File: config.mk
export PLATFORM = sky130hd
export DESIGN_NAME = tdne_out_stage_flat
export DESIGN_NICKNAME = d
export VERILOG_FILES = /design/src/design/tdne_pkg.sv /design/src/design/tdne_ifs.sv /design/src/design/tdne_out_stage.sv /design/src/flat_wrapper.sv
export SDC_FILE = /design/constraint.sdc
export NUM_CORES = 1
export LEC_CHECK = 0
export ABC_AREA = 1
export BUFFER_PORTS_ARGS = -buffer_cell sky130_fd_sc_hd__buf_4
export CAP_MARGIN = 20
export CORE_ASPECT_RATIO = 1.5
export CORE_UTILIZATION = 30
export CTS_BUF_LIST = sky130_fd_sc_hd__clkbuf_4 sky130_fd_sc_hd__clkbuf_8 sky130_fd_sc_hd__clkbuf_16
export DETAILED_ROUTE_END_ITERATION = 10
export PLACE_DENSITY = 0.7
export SLEW_MARGIN = 5
export SYNTH_ARGS = -nofsm -noshare
export SYNTH_HDL_FRONTEND = slang
export SYNTH_SLANG_ARGS = --single-unit
File: constraint.sdc
create_clock -name i_clk -period 2.3 [get_ports i_clk]
set_clock_uncertainty 0.2 [all_clocks]
set_input_delay 0.575 -clock i_clk [delete_from_list [all_inputs] [get_ports i_clk]]
set_output_delay 0.575 -clock i_clk [all_outputs]
set_load 0.05 [all_outputs]
File: src/design/tdne_pkg.sv
// Shared types, codes and defaults for the token dictionary name expander.
package tdne_pkg;

    localparam int TdneTextBytes   = 4096;
    localparam int TdneMaxTokenLen = 32;
    localparam int TdneIndexDepth  = 256;
    localparam logic [7:0] TdneMaxNameLenReset = 8'd128;

    localparam int ReqW  = 2;
    localparam int AddrW = 12;
    localparam int ValW  = 12;
    localparam int ByteW = 8;
    localparam int LenW  = 15;

    localparam logic [ReqW-1:0] REQ_INDEX  = 2'd0;
    localparam logic [ReqW-1:0] REQ_TEXT   = 2'd1;
    localparam logic [ReqW-1:0] REQ_STREAM = 2'd2;

    localparam logic [ByteW-1:0] HDR_EXT_MASK = 8'h80;
    localparam logic [ByteW-1:0] HDR_LOW_MASK = 8'h7F;

    typedef enum logic [1:0] {
        PH_HEADER,
        PH_HIGH,
        PH_TOKENS
    } t_phase;

    typedef enum logic [2:0] {
        S_IDLE,
        S_INDEX,
        S_REDUCE,
        S_WALK,
        S_FINISH
    } t_state;

    typedef struct packed {
        logic [ByteW-1:0] out_char;
        logic             char_valid;
        logic             end_of_name;
        logic [ByteW-1:0] name_chars;
    } t_result;

    typedef struct packed {
        logic    push;
        t_result data;
    } t_push;

endpackage

File: src/design/tdne_ifs.sv


interface tdne_res_if import tdne_pkg::*; ();
    logic             valid;
    logic             ready;
    logic [ByteW-1:0] out_char;
    logic             char_valid;
    logic             end_of_name;
    logic [ByteW-1:0] name_chars;

    modport source (output valid, out_char, char_valid, end_of_name, name_chars,
                    input ready);
    modport sink   (input valid, out_char, char_valid, end_of_name, name_chars,
                    output ready);
endinterface

File: src/design/tdne_out_stage.sv
// Single-entry result register between the expander core and the result channel.
module tdne_out_stage import tdne_pkg::*; (
    input  logic           i_clk,
    input  logic           i_rst_n,
    input  t_push          i_push,
    output logic           o_space,
    tdne_res_if.source     o_res
);

    logic    r_valid;
    t_result r_data;

    assign o_space = !r_valid || o_res.ready;

    always_ff @(posedge i_clk) begin
        if (!i_rst_n) begin
            r_valid <= 1'b0;
        end else if (o_space) begin
            r_valid <= i_push.push;
        end
    end

    always_ff @(posedge i_clk) begin
        if (o_space && i_push.push) begin
            r_data <= i_push.data;
        end
    end

    assign o_res.valid       = r_valid;
    assign o_res.out_char    = r_data.out_char;
    assign o_res.char_valid  = r_data.char_valid;
    assign o_res.end_of_name = r_data.end_of_name;
    assign o_res.name_chars  = r_data.name_chars;

endmodule

File: src/flat_wrapper.sv
// flat-port wrapper written by rule: the top's interface ports become plain ports
module tdne_out_stage_flat import tdne_pkg::*;
  (i_clk, i_rst_n, i_push, o_space, o_res_valid, o_res_out_char, o_res_char_valid, o_res_end_of_name, o_res_name_chars, o_res_ready);
  tdne_res_if o_res_i ();
  input  logic i_clk;
  input  logic i_rst_n;
  input  t_push i_push;
  output logic o_space;
  output wire logic [$bits(o_res_i.valid)-1:0] o_res_valid;
  output wire logic [$bits(o_res_i.out_char)-1:0] o_res_out_char;
  output wire logic [$bits(o_res_i.char_valid)-1:0] o_res_char_valid;
  output wire logic [$bits(o_res_i.end_of_name)-1:0] o_res_end_of_name;
  output wire logic [$bits(o_res_i.name_chars)-1:0] o_res_name_chars;
  input wire logic [$bits(o_res_i.ready)-1:0] o_res_ready;
  assign o_res_valid = o_res_i.valid;
  assign o_res_out_char = o_res_i.out_char;
  assign o_res_char_valid = o_res_i.char_valid;
  assign o_res_end_of_name = o_res_i.end_of_name;
  assign o_res_name_chars = o_res_i.name_chars;
  assign o_res_i.ready = o_res_ready;
  tdne_out_stage u_core (.i_clk(i_clk), .i_rst_n(i_rst_n), .i_push(i_push), .o_space(o_space), .o_res(o_res_i));
endmodule
### Word level (Yosys, flattened, before mapping)

Cells that the tools add are included.

| word-level totals | value |
|---|---|
| register bits after elaboration | 19 |
| latch bits | 0 |
| RAM bits | 0 |
| memory bits (read-only) | 0 |
| bits of input ports | 22 |
| output and inout port bits | 20 |
| logic and storage cells | 8 |
| memories | 0 |

| cells by class | value |
|---|---|
| add/subtract/negate cells | 0 |
| multipliers | 0 |
| div/mod/pow operators | 0 |
| $lt $le $gt $ge | 0 |
| equal/unequal tests | 0 |
| shift-type cells | 0 |
| muxes and demuxes | 0 |
| bitwise logic cells | 0 |
| reduce and logical (&&, ||, !) cells | 3 |

Operator list:

| kind | number |
|---|---|
| $logic_and A1 B1 Y1 | 1 |
| $logic_not A1 Y1 | 1 |
| $logic_or A1 B1 Y1 | 1 |

### Logic depth before layout (Yosys ltp)

| depth | value |
|---|---|
| depth in word-level cells | 3 |
| depth in mapped cells | 3 |
| gate-level depth less buffers | 3 |

### Worst setup path before layout

Ideal clock, no wire load.

| timing path | value |
|---|---|
| path kind | input to register |
| start | input i_push[18] (netlist bit) |
| end | register u_core.r_data (netlist bit u_core.o_res.char_valid), enable pin |
| library setup time | 0.399 ns |
| arrival | 1.539 ns |
| data required time | 1.701 ns |
| path slack | 0.162 ns |
| cell stages on the path | 2 |
| buffers on the path | 0 |
| cells stage by stage | inv_1 a21oi_1 |

| on the way | value |
|---|---|
| word-level cells in the longest chain between the ends | 1 |

Ends and longest elaborated chain:

| what | line | source |
|---|---|---|
| start, declared | flat_wrapper.sv:7 | `input t_push i_push;` |
| $logic_and A1 B1 Y1 | tdne_out_stage.sv:24 | `if (o_space && i_push.push) begin` |
| end signal, assigned | tdne_out_stage.sv:25 | `r_data <= i_push.data;` |
| end, declared | tdne_out_stage.sv:11 | `t_result r_data;` |

No other way between the ends.
A chain may end at the register's enable or synchronous reset.

### Worst setup path in the final report

| timing path | value |
|---|---|
| start | input o_res_ready |
| end | output o_space |

| on the way | value |
|---|---|
| word-level cells in the longest chain between the ends | 1 |

Ends and longest elaborated chain:

| what | line | source |
|---|---|---|
| start, declared | flat_wrapper.sv:14 | `input wire logic [$bits(o_res_i.ready)-1:0] o_res_ready;` |
| $logic_or A1 B1 Y1 | tdne_out_stage.sv:13 | `assign o_space = !r_valid \|\| o_res.ready;` |
| end, declared | flat_wrapper.sv:8 | `output logic o_space;` |

No other way between the ends.

==> flow_summary.ini <==
[worst_hold_path]
hold-path-endpoint = u_core.o_res.name_chars[7]
hold-path-cell-count = 1
worstHoldPathType = input pin to flip-flop
min-delay-start = i_push[7]

[synth]
netlist_area_um2 = 592
synthArstFlopShare_pct = 0
yosysUniqueCellTypes = 7
netlist_top_cells_count = edfxtp_1 (18), inv_1 (2)
synth_top_flop_cell = edfxtp_1
synth_largest_area_cell = edfxtp_1
synth-edff-count = 18
ys_warn_count = 0
synth.avg_cell_area_um2 = 23.7
synthCells = 25
synth_top_cells_by_area = edfxtp_1 (91%), dfxtp_1 (3.4%), a21oi_2 (1.5%), inv_1 (1.3%), nand2_2 (1.1%)
synth_nets = 47
ys_seq_area_share_pct = 94.7
synth_top_area_share_pct = 91.3
ys_ff_latch = 19
yosysMostFrequentCell = edfxtp_1

[route]
wl_per_cell_um = 12.2
drcViolationCount = 0
viasPerCell = 4.24
first_iter_violations = 1
num_vias = 394
ant_nets = 0
drt_wl_total_mm = 1.14
drtPass1Iterations = 2

[setup_path]
rr_endpoint = u_core.o_res.name_chars[2]
endpoint_kind = output pin
required_ns = 1.52
crit-reg2reg-launch = u_core.o_res.valid
rr_worst_depth = 2
crit_type = input pin to output pin
worstPathMaxFanout = 2
critPathArrivalTime_ns = 0.97
rrSetupSlack_ns = 1.02
critPathLaunchType = input pin

[timing]
tns_ns = 0
max_freq_mhz = 572
finalSetupViolCount = 0
fin_crit_sh_pct = 76.1
slew_viol_final = 0
rsz0062_at_grt = no
tightestPinTransition_ns = 0.181
hold_viol = 0
fin_crit_ns = 1.75
slew_headroom_pct = 88.0
fin_hold_ws_ns = 0.257

[die]
die_area_um2 = 2160
die_w_um = 38.3
die_h_um = 56.4
core_area_um2 = 1850
io_pins = 42
start_util_pct = 31.9
num_rows = 19

[cells_and_area]
seqCellArea_um2 = 561
antenna_cells = 0
area_growth_pct = 64.1
drive_gt1_share_pct = 69.4
fin_nets = 95
fill_cells = 181
multi_input_area_um2 = 20.0

[outcome]
status = finished clean

[clock_tree]
h-tree-depth = 1
cts_setup_buffers = 0
cts_resized = 0
clock-root-buffer = clkbuf_4
clockBufferDepth = 2
clock_latency_ns = 0.28
cts_buffers = 3
tritoncts = yes
path_clk_slew_ns = 0.10
hold_buffers = 0
clkSinkCount = 19

[global_routing]
grt_usage_pct = 11.5
overflow = 0
grt_pass1_vias = 391
grt_busiest_layer = met2
antenna_found_initial = 0
grt_use_met1_pct = 12.5
use_met3_pct = 5.53
grtUsageMet2_pct = 16.2
grt_max_degree = 14
grt_pass1_wl_mm = 1.65

[power]
ir_worst_vdd_mv = 0.406
power.density_nw_per_um2 = 748
power.leakage_nw = 0.428

[placed_design]
hpwl_um = 920
gp_congestion = 0.643
io_buffers = 41

[run]
maxCapViolCount = 0
power breakdown:
group	internal, mW	switching (mW)
registers	0.402	0.00598
clock network	0.0791	0.0952
logic	0.0513	0.0929
logic make-up (layout without fill, tap and decap cells):
logic type / count (synthesis) / after routing / share of synthesized area (%)
AOI/OAI and AO/OA: 2 / 2 / 2.33
buffers and inverters: 3 / 50 / 1.90
DFF: 19 / 19 / 94.7
and+or+nand+nor: 1 / 1 / 1.06
metal layers:
layer,share of wire (%),routed length [um]
met5,0,0
met2,42,473
met4,1.4,16
met3,18,208
met1,39,441
placed cells by master (no fill, tap or decap):
master    Yosys  routed
a21oi_1       1       1
a21oi_2       1       1
buf_4         0      43
inv_1         2       2
edfxtp_1     18      18
clkbuf_4      0       4
nand2_2       1       1
dfxtp_1       1       1
inv_2         1       1
sequential cells by signal, summed over array words and instances (netlist names):
register	cells
u_core.o_res.name_chars	8
u_core.o_res.out_char	8
u_core.o_res.char_valid	1
u_core.o_res.end_of_name	1
u_core.o_res.valid	1
worst max-delay path by stage:
stage | from | endpoint | cells after the start
detailed placement | o_res_ready | o_space | 4
global placement | o_res_ready | o_space | 4
floorplan | i_push[18] | u_core.o_res.char_valid | 2
finish | o_res_ready | o_space | 4
CTS | o_res_ready | o_space | 4
global route | u_core.o_res.valid | o_space | 2
final cells by class:
type / instances / share of cell area (%)
tap: 21 / 2.71
timing repair buffer: 43 / 33.2
inverter: 3 / 1.16
sequential: 19 / 57.7
multi-input combinational: 3 / 2.06
clock buffer: 4 / 3.09
stage by stage:
stage	power (mW)	instances	instance area (um^2)	worst slack (ns)	util, %
3_5_place_dp	0.562	89	941	0.548	50.7
5_1_grt	0.756	93	971	0.530	52.4
2_1_floorplan	0.498	25	592	0.162	-
6_report	0.726	93	971	0.551	52.4
3_3_place_gp	0.559	89	941	0.561	50.7
4_1_cts	0.735	93	971	0.548	52.4
critical path: stages:
cell,delay (ns)
buf_4,0.11
inv_2,0.05
nand2_2,0.05
buf_4,0.19
(Power assumes the default switching activity.)
